File: config.mk
export PLATFORM = sky130hd
export DESIGN_NAME = button_debounce_autorepeat_top
export DESIGN_NICKNAME = d
export VERILOG_FILES = /design/src/bda_pkg.sv /design/src/button_debounce_autorepeat_top.sv /design/src/bda_button.sv
export SDC_FILE = /design/constraint.sdc
export NUM_CORES = 1
export LEC_CHECK = 0
export BUFFER_PORTS_ARGS = -buffer_cell sky130_fd_sc_hd__buf_2
export CAP_MARGIN = 15
export CORE_MARGIN = 10
export CORE_UTILIZATION = 50
export DETAILED_ROUTE_END_ITERATION = 6
export PLACE_DENSITY = 0.67
export SYNTH_ARGS = -nofsm -noshare
export SYNTH_HDL_FRONTEND = slang
export SYNTH_SLANG_ARGS = --single-unit
File: constraint.sdc
create_clock -name i_clk -period 8.9 [get_ports i_clk]
set_clock_uncertainty 0.2 [all_clocks]
set_input_delay 1.78 -clock i_clk [delete_from_list [all_inputs] [get_ports i_clk]]
set_output_delay 1.78 -clock i_clk [all_outputs]
set_load 0.02 [all_outputs]
File: src/bda_pkg.sv
`timescale 1ns / 1ps

package bda_pkg;

    // Field widths
    localparam int PRESS_W    = 5;
    localparam int PERIOD_W   = 8;
    localparam int TIME_W     = 16;
    localparam int REP_EN_W   = 5;
    localparam int APB_DATA_W = 32;
    localparam int APB_ADDR_W = 5;
    localparam int REG_IDX_W  = 3;

    // Register indexes (byte address = 4 * index)
    localparam logic [REG_IDX_W-1:0] REG_SAMPLE_PERIOD = 3'd0;
    localparam logic [REG_IDX_W-1:0] REG_DEBOUNCE_TIME = 3'd1;
    localparam logic [REG_IDX_W-1:0] REG_HOLD_TIME     = 3'd2;
    localparam logic [REG_IDX_W-1:0] REG_REPEAT_TIME   = 3'd3;
    localparam logic [REG_IDX_W-1:0] REG_REPEAT_ENABLE = 3'd4;

    // Reset values of the registers
    localparam logic [PERIOD_W-1:0] RST_SAMPLE_PERIOD = 8'd5;
    localparam logic [TIME_W-1:0]   RST_DEBOUNCE_TIME = 16'd30;
    localparam logic [TIME_W-1:0]   RST_HOLD_TIME     = 16'd600;
    localparam logic [TIME_W-1:0]   RST_REPEAT_TIME   = 16'd150;
    localparam logic [REP_EN_W-1:0] RST_REPEAT_ENABLE = 5'd0;

    typedef struct packed {
        logic [PERIOD_W-1:0] sample_period;
        logic [TIME_W-1:0]   debounce_time;
        logic [TIME_W-1:0]   hold_time;
        logic [TIME_W-1:0]   repeat_time;
        logic [REP_EN_W-1:0] repeat_enable;
    } t_cfg;

endpackage

File: src/button_debounce_autorepeat_top.sv
// The clicks of a tick beat appear on the output in the cycle after the beat is taken.
// One beat per cycle if not stalled; the output register frees in the cycle it is taken.
// Reset (synchronous, active low): registers return to 5 / 30 / 600 / 150 / 0, the
// sample divider and all button timers and flags clear, the output register empties.
`timescale 1ns / 1ps

module button_debounce_autorepeat_top #(
    parameter int NUM_BUTTONS = 5,
    parameter int TIMER_WIDTH = 16
) (
    input  logic                             i_clk,
    input  logic                             i_rst_n,
    // Tick channel
    input  logic                             i_in_valid,
    output logic                             o_in_ready,
    input  logic [bda_pkg::PRESS_W-1:0]      i_pressed,
    // Click channel
    output logic                             o_out_valid,
    input  logic                             i_out_ready,
    output logic [bda_pkg::PRESS_W-1:0]      o_clicks,
    // Register port
    input  logic                             psel,
    input  logic                             penable,
    input  logic                             pwrite,
    input  logic [bda_pkg::APB_ADDR_W-1:0]   paddr,
    input  logic [bda_pkg::APB_DATA_W-1:0]   pwdata,
    output logic [bda_pkg::APB_DATA_W-1:0]   prdata,
    output logic                             pready
);
    import bda_pkg::*;

    localparam logic [PERIOD_W-1:0] DIV_MAX = {PERIOD_W{1'b1}};

    t_cfg                  r_cfg;
    logic [PERIOD_W-1:0]   r_div;
    logic [PERIOD_W-1:0]   n_div;
    logic                  r_out_valid;
    logic [PRESS_W-1:0]    r_clicks;

    logic                  w_accept;
    logic                  w_cfg_wr;
    logic [REG_IDX_W-1:0]  w_idx;
    logic [PERIOD_W-1:0]   w_div_inc;
    logic                  w_eval;
    logic                  w_step;
    logic [NUM_BUTTONS-1:0] w_click;
    logic [PRESS_W-1:0]    n_clicks;

    // ------------------------------------------------------------------
    // Register port: writes land on the access phase, reads are decoded
    // straight from the register bank.
    // ------------------------------------------------------------------
    assign pready   = 1'b1;
    assign w_idx    = paddr[APB_ADDR_W-1:2];
    assign w_cfg_wr = psel && penable && pwrite && pready;

    always_ff @(posedge i_clk) begin
        if (!i_rst_n) begin
            r_cfg.sample_period <= RST_SAMPLE_PERIOD;
            r_cfg.debounce_time <= RST_DEBOUNCE_TIME;
            r_cfg.hold_time     <= RST_HOLD_TIME;
            r_cfg.repeat_time   <= RST_REPEAT_TIME;
            r_cfg.repeat_enable <= RST_REPEAT_ENABLE;
        end else if (w_cfg_wr) begin
            unique case (w_idx)
                REG_SAMPLE_PERIOD: r_cfg.sample_period <= pwdata[PERIOD_W-1:0];
                REG_DEBOUNCE_TIME: r_cfg.debounce_time <= pwdata[TIME_W-1:0];
                REG_HOLD_TIME:     r_cfg.hold_time     <= pwdata[TIME_W-1:0];
                REG_REPEAT_TIME:   r_cfg.repeat_time   <= pwdata[TIME_W-1:0];
                REG_REPEAT_ENABLE: r_cfg.repeat_enable <= pwdata[REP_EN_W-1:0];
                default: begin
                    // unmapped: drop the write
                end
            endcase
        end
    end

    always_comb begin
        unique case (w_idx)
            REG_SAMPLE_PERIOD: prdata = APB_DATA_W'(r_cfg.sample_period);
            REG_DEBOUNCE_TIME: prdata = APB_DATA_W'(r_cfg.debounce_time);
            REG_HOLD_TIME:     prdata = APB_DATA_W'(r_cfg.hold_time);
            REG_REPEAT_TIME:   prdata = APB_DATA_W'(r_cfg.repeat_time);
            REG_REPEAT_ENABLE: prdata = APB_DATA_W'(r_cfg.repeat_enable);
            default:           prdata = '0;
        endcase
    end

    // ------------------------------------------------------------------
    // Handshake: take a new beat whenever the output register is empty or
    // is being drained in this same cycle.
    // ------------------------------------------------------------------
    assign o_in_ready = !r_out_valid || i_out_ready;
    assign w_accept   = i_in_valid && o_in_ready;

    // ------------------------------------------------------------------
    // Sample divider: advance on every tick (saturating), evaluate once it
    // reaches the sample period, then restart from zero. The count at the
    // evaluation is the elapsed time handed to the button timers.
    // ------------------------------------------------------------------
    assign w_div_inc = (r_div != DIV_MAX) ? r_div + 1'b1 : DIV_MAX;
    assign w_eval    = (w_div_inc >= r_cfg.sample_period);
    assign w_step    = w_accept && w_eval;

    always_comb begin
        n_div = r_div;
        if (w_accept) begin
            n_div = w_eval ? '0 : w_div_inc;
        end
    end

    always_ff @(posedge i_clk) begin
        if (!i_rst_n) begin
            r_div <= '0;
        end else begin
            r_div <= n_div;
        end
    end

    // ------------------------------------------------------------------
    // One timer channel per button. Buttons with no input bit always read
    // as released and never click.
    // ------------------------------------------------------------------
    for (genvar gi = 0; gi < NUM_BUTTONS; gi++) begin : g_btn
        logic w_down;
        logic w_rep;

        if (gi < PRESS_W) begin : g_wired
            assign w_down = i_pressed[gi];
            assign w_rep  = r_cfg.repeat_enable[gi];
        end else begin : g_unwired
            assign w_down = 1'b0;
            assign w_rep  = 1'b0;
        end

        bda_button #(
            .TIMER_WIDTH (TIMER_WIDTH)
        ) u_button (
            .i_clk     (i_clk),
            .i_rst_n   (i_rst_n),
            .i_step    (w_step),
            .i_down    (w_down),
            .i_rep     (w_rep),
            .i_elapsed (w_div_inc),
            .i_cfg     (r_cfg),
            .o_click   (w_click[gi])
        );
    end

    // Map the per-button clicks onto the fixed-width output field
    for (genvar gj = 0; gj < PRESS_W; gj++) begin : g_out
        if (gj < NUM_BUTTONS) begin : g_used
            assign n_clicks[gj] = w_click[gj];
        end else begin : g_unused
            assign n_clicks[gj] = 1'b0;
        end
    end

    // ------------------------------------------------------------------
    // Output register: load on every accepted tick beat (non-evaluation
    // ticks carry an all-zero mask), hold while the sink stalls.
    // ------------------------------------------------------------------
    always_ff @(posedge i_clk) begin
        if (!i_rst_n) begin
            r_out_valid <= 1'b0;
        end else if (w_accept) begin
            r_out_valid <= 1'b1;
        end else if (i_out_ready) begin
            r_out_valid <= 1'b0;
        end
    end

    always_ff @(posedge i_clk) begin
        if (w_accept) begin
            r_clicks <= n_clicks;
        end
    end

    assign o_out_valid = r_out_valid;
    assign o_clicks    = r_clicks;

    // Reset empties the output register
    a_reset_empties_out: assert property (@(posedge i_clk)
        !i_rst_n |=> !o_out_valid)
        else $error("output valid after reset");

    // A stalled result blocks new ticks
    a_stall_blocks_in: assert property (@(posedge i_clk) disable iff (!i_rst_n)
        (o_out_valid && !i_out_ready) |-> !o_in_ready)
        else $error("tick taken while result stalled");

    // A tick without an evaluation never produces clicks
    a_no_eval_no_click: assert property (@(posedge i_clk) disable iff (!i_rst_n)
        (w_accept && !w_eval) |=> (o_clicks == '0))
        else $error("click on a non-evaluation tick");

    // The divider is zero right after every evaluation
    a_div_restart: assert property (@(posedge i_clk) disable iff (!i_rst_n)
        w_step |=> (r_div == '0))
        else $error("sample divider not restarted");

endmodule

File: src/bda_button.sv
`timescale 1ns / 1ps

module bda_button #(
    parameter int TIMER_WIDTH = 16
) (
    input  logic                       i_clk,
    input  logic                       i_rst_n,
    input  logic                       i_step,
    input  logic                       i_down,
    input  logic                       i_rep,
    input  logic [bda_pkg::PERIOD_W-1:0] i_elapsed,
    input  bda_pkg::t_cfg              i_cfg,
    output logic                       o_click
);
    import bda_pkg::*;

    localparam int CMP_W = (TIMER_WIDTH > TIME_W) ? TIMER_WIDTH : TIME_W;
    localparam logic [TIMER_WIDTH-1:0] TIMER_MAX = {TIMER_WIDTH{1'b1}};

    logic                   r_active;
    logic                   r_given;
    logic [TIMER_WIDTH-1:0] r_held;
    logic [TIMER_WIDTH-1:0] r_tsr;

    logic                   n_active;
    logic                   n_given;
    logic [TIMER_WIDTH-1:0] n_held;
    logic [TIMER_WIDTH-1:0] n_tsr;

    logic [TIMER_WIDTH:0]   w_held_sum;
    logic [TIMER_WIDTH:0]   w_tsr_sum;
    logic [TIMER_WIDTH-1:0] w_held;
    logic [TIMER_WIDTH-1:0] w_tsr;
    logic                   w_given;
    logic                   w_first;
    logic                   w_repeat;

    // Saturating advance by the elapsed tick count
    assign w_held_sum = {1'b0, r_held} + (TIMER_WIDTH+1)'(i_elapsed);
    assign w_tsr_sum  = {1'b0, r_tsr}  + (TIMER_WIDTH+1)'(i_elapsed);

    always_comb begin
        if (r_active) begin
            w_held  = w_held_sum[TIMER_WIDTH] ? TIMER_MAX : w_held_sum[TIMER_WIDTH-1:0];
            w_tsr   = w_tsr_sum[TIMER_WIDTH]  ? TIMER_MAX : w_tsr_sum[TIMER_WIDTH-1:0];
            w_given = r_given;
        end else begin
            w_held  = '0;
            w_tsr   = '0;
            w_given = 1'b0;
        end
    end

    assign w_first  = !w_given && (CMP_W'(w_held) >= CMP_W'(i_cfg.debounce_time));
    assign w_repeat = w_given && i_rep
                   && (CMP_W'(w_held) >= CMP_W'(i_cfg.hold_time))
                   && (CMP_W'(w_tsr)  >= CMP_W'(i_cfg.repeat_time));

    assign o_click = i_step && i_down && (w_first || w_repeat);

    always_comb begin
        n_active = r_active;
        n_given  = r_given;
        n_held   = r_held;
        n_tsr    = r_tsr;
        if (i_step) begin
            if (!i_down) begin
                n_active = 1'b0;
                n_given  = 1'b0;
                n_held   = '0;
                n_tsr    = '0;
            end else begin
                n_active = 1'b1;
                n_given  = w_given || w_first;
                n_held   = w_held;
                n_tsr    = (w_first || w_repeat) ? '0 : w_tsr;
            end
        end
    end

    always_ff @(posedge i_clk) begin
        if (!i_rst_n) begin
            r_active <= 1'b0;
            r_given  <= 1'b0;
            r_held   <= '0;
            r_tsr    <= '0;
        end else begin
            r_active <= n_active;
            r_given  <= n_given;
            r_held   <= n_held;
            r_tsr    <= n_tsr;
        end
    end

    // A click always leaves the press marked as clicked
    a_click_sets_given: assert property (@(posedge i_clk) disable iff (!i_rst_n)
        o_click |=> r_given)
        else $error("click without click_given");

    // Clicked implies the press is being tracked
    a_given_needs_active: assert property (@(posedge i_clk) disable iff (!i_rst_n)
        r_given |-> r_active)
        else $error("click_given on an inactive button");

    // Idle buttons keep their timers at zero
    a_idle_timers_zero: assert property (@(posedge i_clk) disable iff (!i_rst_n)
        !r_active |-> (r_held == '0 && r_tsr == '0))
        else $error("timers running on an inactive button");

endmodule
# After elaboration in Yosys (flattened, before gate mapping)
# Index checks and enable logic that the tools add are counted.
op_classes:
  order_cmp: 16
  add_sub_neg: 11
  n_eq_ne: 5
  mux: 55
  n_reduce_logical: 58
op_table:
  columns: ["op", "count"]
  rows:
  - ["2-to-1 mux 16 bit", 35]
  - [">= comparator 16 bit", 15]
  - ["adder 16 x 8 -> 17 bit", 10]
  - ["one-hot mux 16 bit (5 select lines)", 1]
  - ["logical AND 1 bit", 34]
  - ["2-to-1 mux 1 bit", 17]
  - ["2-to-1 mux 8 bit", 2]
  - ["logical OR 1 bit", 11]
  - ["AND reduction 2 bit", 5]
  - ["adder 8 x 1 -> 8 bit, second input constant", 1]
  - [">= comparator 8 bit", 1]
  - ["inequality test 8 bit, second input constant", 1]
  - ["equality test 3 x 2 -> 1 bit, second input constant", 2]
  - ["zero test 1 bit", 6]
  - ["equality test 3 x 1 -> 1 bit, second input constant", 1]
  - ["equality test 3 bit, second input constant", 1]
  - ["zero test 3 bit", 1]
  - ["nonzero test 2 bit", 1]
word_totals:
  register_bits: 245

# Depth between registers and ports, before layout
# Gate-level depths: netlist of run 1.
logic_depth:
  ltp_word: 11
  depth_mapped: 26
  ltp_nobuf: 24

# By module
# Synthesis of run 1 repeated with hierarchy kept, for this count alone.
hier_totals:
  cells_unflattened: 2903
  hier_area_um2: 22469.0
modules_own_cells:
  columns: ["module", "area_each_um2", "cells_per_inst", "n_inst"]
  rows:
  - ["bda_button (g_btn[3].u_button ...)", 3774.9, 500, 2]
  - ["bda_button (g_btn[1].u_button)", 3834.9, 523, 1]
  - ["button_debounce_autorepeat_top", 3819.9, 411, 1]
  - ["bda_button (g_btn[2].u_button)", 3659.8, 496, 1]
  - ["bda_button (g_btn[0].u_button)", 3604.7, 473, 1]

# Worst setup path after synthesis of run 1
# OpenSTA, ideal clock, no wires.
synth_timing:
  path_type: "register to register"
  start: "register r_div[2]"
  end: "register g_btn[3].u_button.r_tsr[9]"
  t_arrival_ps: 5477
  period_less_slack_ps: 5765
  path_buffers: 1
  stages_incl_launch_ff: 23
  required_time_ps: 8612
  path_slack_ps: 3135
  path_cell_list: "dfxtp_1 -> nand3_1 -> nor2_1 -> nand4_1 -> nand2b_1 -> inv_1 -> fa_1 -> nand3b_1 -> a21boi_0 -> o21ai_0 -> a21oi_1 -> and3_1 -> buf_2 -> o21ai_0 -> ha_1 -> nand2b_4 -> a2111oi_4 -> nand4b_1 -> nand3_1 -> a21o_1 -> a21boi_1 -> or4_4 -> o32ai_2"
synth_between:
  elab_chain_len: 11
  word_cells_on_any_way: 20
  classes_between: "3 x add/sub; 4 x order compare; 1 x eq/ne; 7 x mux; 5 x reduce/logical"
synth_rtl:
  columns: ["element", "line", "rtl"]
  rows:
  - ["start, declared", "button_debounce_autorepeat_top.sv:35", "logic [PERIOD_W-1:0] r_div;"]
  - ["start signal, assigned", "button_debounce_autorepeat_top.sv:116", "r_div <= n_div;"]
  - ["adder 8 x 1 -> 8 bit or inequality test 8 bit (tied branches)", "button_debounce_autorepeat_top.sv:101", "assign w_div_inc = (r_div != DIV_MAX) ? r_div + 1'b1 : DIV_MAX;"]
  - ["2-to-1 mux 8 bit *", "button_debounce_autorepeat_top.sv:101", null]
  - ["adder 16 x 8 -> 17 bit", "bda_button.sv:39", "assign w_held_sum = {1'b0, r_held} + (TIMER_WIDTH+1)'(i_elapsed);"]
  - ["2-to-1 mux 16 bit", "bda_button.sv:44", "w_held = w_held_sum[TIMER_WIDTH] ? TIMER_MAX : w_held_sum[TIMER_WIDTH-1:0];"]
  - ["2-to-1 mux 16 bit", "bda_button.sv:43", "if (r_active) begin"]
  - [">= comparator 16 bit", "bda_button.sv:56", "&& (CMP_W'(w_held) >= CMP_W'(i_cfg.hold_time))"]
  - ["logical AND 1 bit", "bda_button.sv:56", null]
  - ["logical AND 1 bit", "bda_button.sv:57", "&& (CMP_W'(w_tsr) >= CMP_W'(i_cfg.repeat_time));"]
  - ["logical OR 1 bit", "bda_button.sv:76", "n_tsr = (w_first || w_repeat) ? '0 : w_tsr;"]
  - ["2-to-1 mux 16 bit", "bda_button.sv:76", null]
  - ["2-to-1 mux 16 bit", "bda_button.sv:67", "if (!i_down) begin"]
  - ["end signal, assigned", "bda_button.sv:91", "r_tsr <= n_tsr;"]
  - ["end, declared", "bda_button.sv:23", "logic [TIMER_WIDTH-1:0] r_tsr;"]
# Every way passes the cells marked *; elsewhere a longest branch is shown, timed or not.
# A chain may end at the register's enable or synchronous reset.

# Final worst setup path of run 1
layout_timing:
  start: "register r_div[2]"
  end: "register g_btn[2].u_button.r_tsr[12]"
layout_between:
  elab_chain_len: 11
  word_cells_on_any_way: 20
  classes_between: "3 x add/sub; 4 x order compare; 1 x eq/ne; 7 x mux; 5 x reduce/logical"
layout_rtl:
  columns: ["element", "line"]
  rows:
  - ["adder 8 x 1 -> 8 bit or inequality test 8 bit (tied branches)", "button_debounce_autorepeat_top.sv:101"]
  - ["2-to-1 mux 8 bit *", "button_debounce_autorepeat_top.sv:101"]
  - ["adder 16 x 8 -> 17 bit", "bda_button.sv:39"]
  - ["2-to-1 mux 16 bit", "bda_button.sv:44"]
  - ["2-to-1 mux 16 bit", "bda_button.sv:43"]
  - [">= comparator 16 bit", "bda_button.sv:56"]
  - ["logical AND 1 bit", "bda_button.sv:56"]
  - ["logical AND 1 bit", "bda_button.sv:57"]
  - ["logical OR 1 bit", "bda_button.sv:76"]
  - ["2-to-1 mux 16 bit", "bda_button.sv:76"]
  - ["2-to-1 mux 16 bit", "bda_button.sv:67"]
  - ["end signal, assigned", "bda_button.sv:91"]
  - ["end, declared", "bda_button.sv:23"]
# Marks and branches as above.

==> run_results.csv, run 1 <==
group,metric,value,unit
status,status,"complete, no violations",
detailed_routing,drtIter0Drc,1862,
sta,post-route-min-period,7.83,ns
synth,ys.flop_type,"dfxtp_1",
cts,cts_tree,"done",
final_layout,final_net_count,3025,
placement,dpl.hpwl,49200,um
detailed_routing,drc,0,
pwr,power_density,115,mW/mm2
final_layout,drive_above_1_share,6.59,%
worst_setup_path,r2r_cells,23,
cts,cts_setup_buffers,0,
synth,synth_cells,2633,
synth,yosysUniqueCellTypes,96,
placement,dp_slack,1.32,ns
pwr,p_leak,0.00958,uW
worst_setup_path,crit_fanout,16,
worst_setup_path,timing.rr.end,"g_btn[2].u_button.r_tsr[12]$_SDFFE_PN0P_",
cts,cts_buffer_depth,3,
global_routing,antenna_found_initial,2,
global_routing,grt.total_usage,26.1,%
final_layout,nFillCells,3858,
cts,cts_num_sinks,245,
worst_hold_path,whs_path_depth,2,
sta,slew_violations,0,
global_routing,grt_pass1_wl,105000,um
worst_setup_path,cp_slowest_stage_delay,0.76,ns
sta,whs,0.249,ns
worst_setup_path,crit_required,9.19,ns
synth,synth_top_area_share,23.2,%
cts,cts_resized,0,
detailed_routing,dr.pass1.iters,6,
sta,tns,0,ns
pwr,ir_worst_vdd,0.162,mV
global_routing,grt_max_degree,71,
cts,ctsHoldBuffers,0,
sta,fin_crit_sh,87.9,%
worst_setup_path,crit_type,"register to register",
worst_setup_path,cp_slowest_cell,"nand2_1",
die,core,0.0409,mm2
detailed_routing,wl,68600,um
cts,htree_levels,1,
final_layout,multi_input_area,0.0148,mm2
worst_setup_path,crit_buf_inv,1,
sta,finalHoldViolCount,0,
final_layout,fin_util,54.7,%
sta,slew_headroom,22.8,%
cts,clkLatencyLatePin,0.59,ns
worst_setup_path,crit_chain,"nand3_1 -> nor2_1 -> nand4_1 -> nand2_1 -> ha_1 -> inv_1 -> fa_1 -> nand3b_1 -> a21boi_0 -> o21ai_0 -> a21oi_1 -> nor2b_1 -> nor2_1 -> nor2_1 -> ha_1 -> and2_1 -> a221oi_1 -> o21ai_0 -> a211oi_1 -> a21oi_1 -> a41oi_2 -> nand3_1 -> o31ai_1",
die,dieArea,0.0500,mm2
die,io_pins,89,
cts,path_clk_slew,0.06,ns
synth,syn_area,0.0207,mm2
synth,synth_area_per_cell,7.88,um2
final_layout,seq_area,0.00495,mm2
sta,setup_viol_count_final,0,
sta,fin_ws,1.07,ns
die,die_x,224,um
sta,max_freq,128,MHz
flow_run,maxCapViolations,0,
placement,placed_area,0.0213,mm2
detailed_routing,wl_per_cell,21.5,um
worst_hold_path,hp-start,"g_btn[4].u_button.r_held[0]$_SDFFE_PN0P_",
cts,clk_root_buffer_cell,"clkbuf_16",
global_routing,grt.overflow.total,0,
synth,yosysTopAreaCell,"dfxtp_1",
worst_setup_path,arrival,8.11,ns
synth,async_flop_share,0,%
global_routing,grt_pass1_vias,18900,
die,die_h,224,um
die,start_util,50.7,%
detailed_routing,viasPerCell,6.29,
final_layout,syn_to_final_growth,7.87,%
worst_setup_path,rr_startpoint,"r_div[2]$_SDFFE_PN0P_",
die,num_rows,74,
worst_hold_path,min-delay-path-class,"register to register",
sta,rsz0062_at_grt,"false",
placement,place.gp.congestion,0.959,
final_layout,design_area,0.0224,mm2
synth,yosys-top-cells-area,"dfxtp_1 23%, ha_1 20%, a21oi_1 6.3%, nand2_1 5.0%, o21ai_0 4.4%",
synth,ys_seq_area_share,23.9,%
synth,yosys_warnings,0,
worst_setup_path,crit_path_frequent_cell,"nor2_1",
worst_setup_path,ff2ff_setup_slack,1.07,ns
worst_hold_path,min_to,"g_btn[4].u_button.r_held[0]$_SDFFE_PN0P_",
cts,cts_buffers,30,
synth,synth_seq_cells,245,
sta,worst_pin_slew,1.16,ns
synth,synth_edf_count,5,
worst_setup_path,crit_family,"simple AND/OR/NAND/NOR gates",
detailed_routing,vias,20100,
detailed_routing,antenna_left,0,
placement,io_buffers,53,
worst_setup_path,cp-start-kind,"register",
worst_setup_path,crit_path_end_kind,"register",
## tightest hold or removal path: cells and delay by family (launching register included)
family,cells,cell delay (ns)
flip-flops,1,0.31
AND/OR/NAND/NOR,2,0.09
## cells in the final DEF (no fill, tap or decap), types with 9 or more instances in the layout
| master | n |
|---|---|
| o21ai_0 | 182 |
| conb_1 | 17 |
| o21bai_1 | 9 |
| fa_1 | 10 |
| o21a_1 | 25 |
| xnor2_1 | 56 |
| o21ai_1 | 12 |
| clkinv_2 | 9 |
| and3_1 | 41 |
| clkbuf_16 | 31 |
| and2_1 | 14 |
| a31oi_1 | 28 |
| nand2_1 | 275 |
| nor2b_1 | 31 |
| nor3_1 | 53 |
| inv_1 | 123 |
| buf_2 | 53 |
| a21oi_1 | 262 |
| nand4_1 | 31 |
| xor2_1 | 32 |
| nand2b_1 | 26 |
| ha_1 | 334 |
| dfxtp_1 | 240 |
| nand3_1 | 89 |
| a22oi_1 | 23 |
| a21o_1 | 50 |
| nand3b_1 | 9 |
| a211oi_1 | 24 |
| a22o_1 | 43 |
| nor3b_1 | 14 |
| a32o_1 | 17 |
| buf_4 | 22 |
| o211ai_1 | 27 |
| nor2_1 | 237 |
| mux2i_1 | 15 |
| o22ai_1 | 13 |
## registers in the layout (all words and copies together), names as in the netlist
name                     flops
g_btn.u_button.r_active      5
g_btn.w_rep                  5
o_clicks                     5
o_out_valid                  1
r_cfg                       56
g_btn.u_button.r_given       5
g_btn.u_button.r_tsr        80
r_div                        8
g_btn.u_button.r_held       80
## power breakdown
group,total [uW],switching [uW],internal (uW)
Combinational,166,124,42.5
Sequential,1110,4.99,1100
Clock,1300,539,759
## layer usage
| metal | vias up | global-route usage [%] | wire, um |
|---|---|---|---|
| met3 | 170 | 3.50 | 5230 |
| li1 | 9581 | - | - |
| met1 | 9530 | 33.9 | 29400 |
| met5 | - | 0 | 0 |
| met4 | 0 | 10.8 | 3000 |
| met2 | 775 | 42.7 | 31000 |
## cells in the mapped netlist, types with 7 or more instances
library cell  number
nor3b_1           14
nor3_1            53
a211oi_1          24
xnor2_1           56
nand4_1           31
a32o_1            17
a22o_1            43
buf_1             13
buf_2             21
and2_1            15
clkbuf_1          68
nand2b_1          26
nand3_1           89
nor4_1             8
a21oi_1          263
inv_1            123
nand3b_1           9
o31ai_1            8
o21ai_1           12
o2111ai_1          8
a21o_1            50
dfxtp_1          240
fa_1              10
a22oi_1           23
and3_1            41
nor2b_1           31
or3_1              7
ha_1             334
nand2_1          275
o21ai_0          182
a211o_1            8
a21boi_0           7
o211ai_1          27
buf_4             20
xor2_1            32
o21a_1            25
mux2i_1           15
o22ai_1           13
o21bai_1           9
and4_1             8
a31oi_1           28
nor2_1           238
## final cells by class
type / count / share of cell area (%)
Antenna cell: 1 / 0.0112
Clock buffer: 34 / 3.56
Multi-Input combinational cell: 2156 / 66.3
Timing Repair Buffer: 75 / 1.92
Inverter: 124 / 2.08
Sequential cell: 245 / 22.1
Clock inverter: 22 / 1.04
Tap cell: 532 / 2.97
## logic make-up after synthesis
group           count (synthesis)  share of synthesized area (%)
simple gates                  873                           19.9
buf+inv                       247                           4.96
flops                         245                           23.9
xor+xnor                       88                           3.72
compound gates                812                           25.1
mux                            22                           1.27
other cells                     2                         0.0362
fa+ha+maj                     344                           21.1
## through the flow
step,cells,total power [uW]
floorplan,2648,1230
global placement,3132,1290
detailed placement,3132,1300
CTS,3188,2590
global route,3188,2650
finish,3189,2570
## worst max path at each step
| stage | startpoint | endpoint | slack [ns] | cells after the start |
|---|---|---|---|---|
| 2_1_floorplan | r_div[2]$_SDFFE_PN0P_ | g_btn[3].u_button.r_tsr[9]$_SDFFE_PN0P_ | 3.13 | 22 |
| 3_3_place_gp | r_div[2]$_SDFFE_PN0P_ | g_btn[2].u_button.r_tsr[12]$_SDFFE_PN0P_ | 1.55 | 23 |
| 3_5_place_dp | r_div[2]$_SDFFE_PN0P_ | g_btn[2].u_button.r_tsr[12]$_SDFFE_PN0P_ | 1.32 | 23 |
| 4_1_cts | r_div[2]$_SDFFE_PN0P_ | g_btn[2].u_button.r_tsr[12]$_SDFFE_PN0P_ | 1.29 | 23 |
| 5_1_grt | r_div[2]$_SDFFE_PN0P_ | g_btn[1].u_button.r_tsr[15]$_SDFFE_PN0P_ | 0.64 | 23 |
| 6_report | r_div[2]$_SDFFE_PN0P_ | g_btn[2].u_button.r_tsr[12]$_SDFFE_PN0P_ | 1.07 | 23 |
Note: power is estimated with default switching activity, not from simulation.
==> inputs of run 2 (changes only) <==
- MAX_ROUTING_LAYER: not set -> met4
- clock period: 8.9 -> 9 ns (I/O delays scaled with it)
==> run_results.csv, run 2 (synthesis gave the netlist of run 1 again) <==
group,metric,value,unit
detailed_routing,viasPerCell,6.28,
pwr,p_int,1920,uW
worst_setup_path,r2r_cells,23,
worst_setup_path,crit_required,9.29,ns
worst_setup_path,crit_fanout,15,
worst_setup_path,crit_buf_inv,3,
pwr,seqPwrFrac,42.6,%
worst_setup_path,worstSetupPathDepth,23,
global_routing,grt_pass1_wl,107000,um
sta,post-route-min-period,7.75,ns
pwr,power_density,115,mW/mm2
worst_setup_path,crit_type,"register to register",
die,die_h,224,um
final_layout,final_cells,3191,
cts,cts_buffer_depth,3,
detailed_routing,wl,70100,um
cts,clk_root_buffer_cell,"clkbuf_16",
pwr,ir_worst_vdd,0.147,mV
sta,rsz0062_at_grt,"false",
sta,worst_pin_slew,1.17,ns
cts,ctsHoldBuffers,0,
sta,max_freq,129,MHz
sta,fin_crit_sh,86.1,%
sta,tns,0,ns
cts,cts_resized,0,
flow_run,maxCapViolations,0,
detailed_routing,dr.pass1.iters,6,
final_layout,design_area,0.0225,mm2
final_layout,nFillCells,3845,
sta,slew_headroom,22.0,%
worst_hold_path,min-delay-path-class,"register to register",
global_routing,antenna_found_initial,0,
sta,finalHoldViolCount,0,
cts,cts_num_sinks,245,
die,start_util,50.7,%
cts,clkLatencyLatePin,0.58,ns
die,io_pins,89,
pwr,switching_share,25.4,%
final_layout,final_common_cell,"ha_1",
placement,dpl.hpwl,49800,um
final_layout,fin_util,54.9,%
detailed_routing,drtIter0Drc,1633,
cts,cts_setup_buffers,0,
cts,cts_tree,"done",
sta,setup_viol_count_final,0,
pwr,p_sw,653,uW
detailed_routing,wl_per_cell,22.0,um
detailed_routing,vias,20100,
detailed_routing,drc,0,
pwr,clockPowerShare,50.9,%
cts,cts_buffers,30,
global_routing,grt_max_degree,73,
final_layout,reg.largest.list,"g_btn.u_button.r_held: 80 flops, g_btn.u_button.r_tsr: 80 flops, r_cfg: 56 flops",
die,core,0.0409,mm2
placement,dp_cells,3134,
worst_hold_path,whs_path_depth,2,
die,die_x,224,um
final_layout,diodes,0,
pwr,p_leak,0.00964,uW
cts,htree_levels,1,
die,dieArea,0.0500,mm2
detailed_routing,antenna_left,0,
worst_setup_path,cp_slowest_cell,"nor4b_4",
final_layout,final_cell_mix,"334 x ha_1, 275 x nand2_1, 262 x a21oi_1",
worst_setup_path,crit_chain,"nand3_1 -> nor2_1 -> nand4_1 -> nand2b_1 -> buf_4 -> inv_1 -> buf_4 -> fa_1 -> nor2b_1 -> o2111ai_1 -> a31oi_1 -> and2b_1 -> nand4_1 -> a21oi_1 -> ha_1 -> a211oi_1 -> nor2_1 -> nor4b_1 -> a221o_1 -> a211oi_1 -> nor4b_4 -> nand2_1 -> o21ai_0",
die,num_rows,74,
global_routing,grt_pass1_vias,19000,
global_routing,grt.overflow.total,0,
worst_setup_path,cp-start-kind,"register",
placement,place.gp.congestion,0.960,
placement,placed_area,0.0214,mm2
sta,slew_violations,0,
worst_setup_path,cp_slowest_stage_delay,0.89,ns
worst_setup_path,arrival,8.04,ns
status,status,"complete, no violations",
global_routing,grt.total_usage,27.4,%
worst_setup_path,crit_family,"simple AND/OR/NAND/NOR gates",
final_layout,final_net_count,3028,
placement,io_buffers,53,
pwr,pwr-share-comb,6.5,%
cts,path_clk_slew,0.07,ns
final_layout,drive_above_1_share,6.69,%
worst_setup_path,crit_path_end_kind,"register",
final_layout,syn_to_final_growth,8.28,%
[run 2: changes by cell type in the layout (fill, tap and decap cells not counted), sizes merged]
cell and change:
buf +3, bufinv -1, clkbuf +8, clkinv -2, clkinvlp -5, diode -1
[run 2: worst register-to-register path, delay by kind of cell (launching register included)]
family | cells | cell delay (ns)
buffers and inverters | 3 | 1.04
AOI/OAI and AO/OA | 7 | 1.94
adders and majority gates | 2 | 0.77
DFF | 1 | 0.40
and+or+nand+nor | 11 | 3.32
[run 2: layer usage]
metal | up-vias | routed length, um | track usage [%]
met5 | - | 0 | -
met4 | 0 | 3240 | 12.0
met3 | 163 | 5130 | 3.76
met2 | 750 | 32000 | 43.9
met1 | 9546 | 29700 | 33.9
li1 | 9594 | - | -
[run 2: cell type report]
cell class / instances / area [um2] / area share, %
timing repair buffer: 78 / 478 / 2.13
inverter: 124 / 465 / 2.07
multi-input combinational: 2156 / 14800 / 66.0
clock buffer: 42 / 907 / 4.04
clock inverter: 14 / 161 / 0.719
tap: 532 / 666 / 2.96
sequential: 245 / 4950 / 22.1
[run 2: worst paths after layout]
| path | start | end | slack [ns] |
|---|---|---|---|
| worst max-delay path | r_div[2]$_SDFFE_PN0P_ | g_btn[1].u_button.r_tsr[15]$_SDFFE_PN0P_ | 1.25 |
| worst min-delay path | g_btn[0].u_button.r_held[0]$_SDFFE_PN0P_ | g_btn[0].u_button.r_held[0]$_SDFFE_PN0P_ | 0.25 |
| worst max register to register | r_div[2]$_SDFFE_PN0P_ | g_btn[1].u_button.r_tsr[15]$_SDFFE_PN0P_ | 1.25 |
| worst min register to register | g_btn[0].u_button.r_held[0]$_SDFFE_PN0P_ | g_btn[0].u_button.r_held[0]$_SDFFE_PN0P_ | 0.25 |
[run 2: through the flow]
stage / hold slack, ns / power (uW) / worst slack, ns
final: 0.252 / 2580 / 1.25
after global routing: 0.259 / 2640 / 0.703
after CTS: 0.251 / 2590 / 1.43
after detailed placement: 0.240 / 1280 / 1.49
after global placement: 0.236 / 1280 / 1.62
after floorplan: 0.227 / 1220 / 3.23
[run 2: power by group through the flow]
stage                     logic [uW]  clock network [uW]  registers (uW)
after floorplan                  100                   0            1120
after global placement           158                   0            1120
after detailed placement         162                   0            1120
after CTS                        162                1330            1100
after global routing             177                1370            1100
final                            167                1310            1100
==> inputs of run 3 (changes only) <==
- CORE_ASPECT_RATIO: not set -> 0.75
==> run_results.csv, run 3 (synthesis gave the netlist of run 1 again) <==
group,metric,value,unit
worst_hold_path,hp-start,"g_btn[2].u_button.r_tsr[7]$_SDFFE_PN0P_",
cts,cts_buffers,28,
global_routing,grt_pass1_wl,109000,um
cts,cts_tree,"done",
sta,max_freq,130,MHz
die,die_x,255,um
sta,slew_violations,0,
die,dieArea,0.0501,mm2
die,start_util,50.7,%
cts,ctsHoldBuffers,0,
placement,io_buffers,53,
worst_hold_path,min-delay-path-class,"register to register",
cts,cts_resized,0,
global_routing,grt_pass1_vias,19000,
worst_setup_path,rr_startpoint,"r_div[2]$_SDFFE_PN0P_",
worst_hold_path,whs_path_depth,2,
worst_setup_path,crit_family,"simple AND/OR/NAND/NOR gates",
die,die_h,196,um
final_layout,final_cell_mix,"334 x ha_1, 275 x nand2_1, 262 x a21oi_1",
sta,rsz0062_at_grt,"false",
flow_run,maxCapViolations,0,
final_layout,reg.largest.list,"g_btn.u_button.r_held: 80 flops, g_btn.u_button.r_tsr: 80 flops, r_cfg: 56 flops",
sta,whs,0.255,ns
detailed_routing,drc,0,
global_routing,antenna_found_initial,4,
worst_setup_path,ff2ff_setup_slack,1.28,ns
sta,finalHoldViolCount,0,
sta,worst_pin_slew,1.04,ns
sta,fin_crit_sh,85.8,%
worst_setup_path,crit_fanout,15,
cts,clkLatencyLatePin,0.58,ns
worst_setup_path,arrival,8.01,ns
status,status,"complete, no violations",
sta,tns,0,ns
detailed_routing,dr.pass1.iters,5,
final_layout,final_net_count,3022,
sta,fin_ws,1.28,ns
cts,htree_levels,1,
final_layout,fin_util,54.8,%
worst_setup_path,cp_slowest_cell,"nor4b_4",
worst_setup_path,cp-start-kind,"register",
sta,slew_headroom,30.3,%
pwr,p_leak,0.00959,uW
worst_setup_path,crit_buf_inv,2,
cts,cts_buffer_depth,3,
worst_setup_path,r2r_cells,23,
worst_setup_path,crit_chain,"nand3_1 -> nor2_1 -> nand4_1 -> nand2_1 -> buf_4 -> ha_1 -> inv_1 -> fa_1 -> nor2b_1 -> o2111ai_1 -> a31oi_1 -> and2b_1 -> nand4_1 -> a21oi_1 -> ha_1 -> a211oi_1 -> nor2_1 -> nor4b_1 -> a221o_1 -> a211oi_1 -> nor4b_4 -> nand2_1 -> o22ai_1",
detailed_routing,viasPerCell,6.34,
detailed_routing,drtIter0Drc,2194,
worst_setup_path,crit_type,"register to register",
worst_setup_path,crit_required,9.29,ns
die,num_rows,64,
worst_setup_path,crit_path_end_kind,"register",
pwr,power_density,114,mW/mm2
sta,setup_viol_count_final,0,
pwr,ir_worst_vdd,0.136,mV
cts,cts_num_sinks,245,
final_layout,drive_above_1_share,6.37,%
die,io_pins,89,
global_routing,grt.total_usage,28.4,%
global_routing,grt.overflow.total,0,
placement,place.gp.congestion,0.966,
worst_hold_path,min_to,"g_btn[2].u_button.r_tsr[7]$_SDFFE_PN0P_",
pwr,p_total,2560,uW
cts,cts_setup_buffers,0,
detailed_routing,antenna_left,0,
detailed_routing,wl,71700,um
global_routing,grt_max_degree,82,
placement,dpl.hpwl,51600,um
detailed_routing,wl_per_cell,22.3,um
placement,dp_slack,1.45,ns
cts,clk_root_buffer_cell,"clkbuf_16",
final_layout,syn_to_final_growth,8.09,%
die,core,0.0409,mm2
worst_setup_path,timing.rr.end,"g_btn[1].u_button.r_tsr[9]$_SDFFE_PN0P_",
worst_setup_path,cp_slowest_stage_delay,0.88,ns
final_layout,final_common_cell,"ha_1",
cts,path_clk_slew,0.06,ns
detailed_routing,vias,20400,
sta,post-route-min-period,7.72,ns
## run 3: cell types whose count changed in the layout (fill, tap and decap cells not counted), moves of 2 or more
cell,previous run,this run
clkbuf_8,9,2
buf_4,23,19
bufinv_16,3,6
diode_2,0,4
clkbuf_16,31,29
## run 3: through the flow
stage / instance area, um2 / instances
after floorplan: 20800 / 2648
after global placement: 21400 / 3159
after detailed placement: 21400 / 3160
after CTS: 22400 / 3212
after global routing: 22400 / 3216
final: 22400 / 3216
## run 3: where the power goes
part | switching, uW | internal [uW]
registers | 4.87 | 1090
clock network | 517 | 780
logic | 126 | 42.5
## run 3: worst max path at each step
stage | start | end | slack [ns] | depth (start not counted)
after CTS | r_div[2]$_SDFFE_PN0P_ | g_btn[1].u_button.r_tsr[9]$_SDFFE_PN0P_ | 1.42 | 23
final | r_div[2]$_SDFFE_PN0P_ | g_btn[1].u_button.r_tsr[9]$_SDFFE_PN0P_ | 1.28 | 23
after floorplan | r_div[2]$_SDFFE_PN0P_ | g_btn[3].u_button.r_tsr[9]$_SDFFE_PN0P_ | 3.23 | 22
after detailed placement | r_div[2]$_SDFFE_PN0P_ | g_btn[1].u_button.r_tsr[9]$_SDFFE_PN0P_ | 1.45 | 23
after global placement | r_div[2]$_SDFFE_PN0P_ | g_btn[1].u_button.r_tsr[9]$_SDFFE_PN0P_ | 1.64 | 23
after global routing | r_div[2]$_SDFFE_PN0P_ | g_btn[1].u_button.r_tsr[9]$_SDFFE_PN0P_ | 0.97 | 23
## run 3: tightest hold or removal path, stage by stage (launching register included)
cell,delay (ns)
dfxtp_1,0.31
nand2_1,0.05
o21ai_1,0.05
## run 3: cell type report
cell class | instances | area (um2)
diodes | 4 | 10.0
clock buffers | 33 | 761
clock inverters | 19 | 270
fillers | 3823 | 18500
inverters | 124 | 465
multi-input cells | 2156 | 14800
flip-flops and latches | 245 | 4950
well taps | 561 | 702
repair buffers | 74 | 433
## run 3: layer usage
metal / track usage [%] / part of all wire (%) / routed length, um
met1: 38.1 / 44 / 31800
met2: 41.8 / 42 / 30100
met3: 6.17 / 10 / 7230
met4: 9.33 / 3.5 / 2530
met5: - / 0 / 0
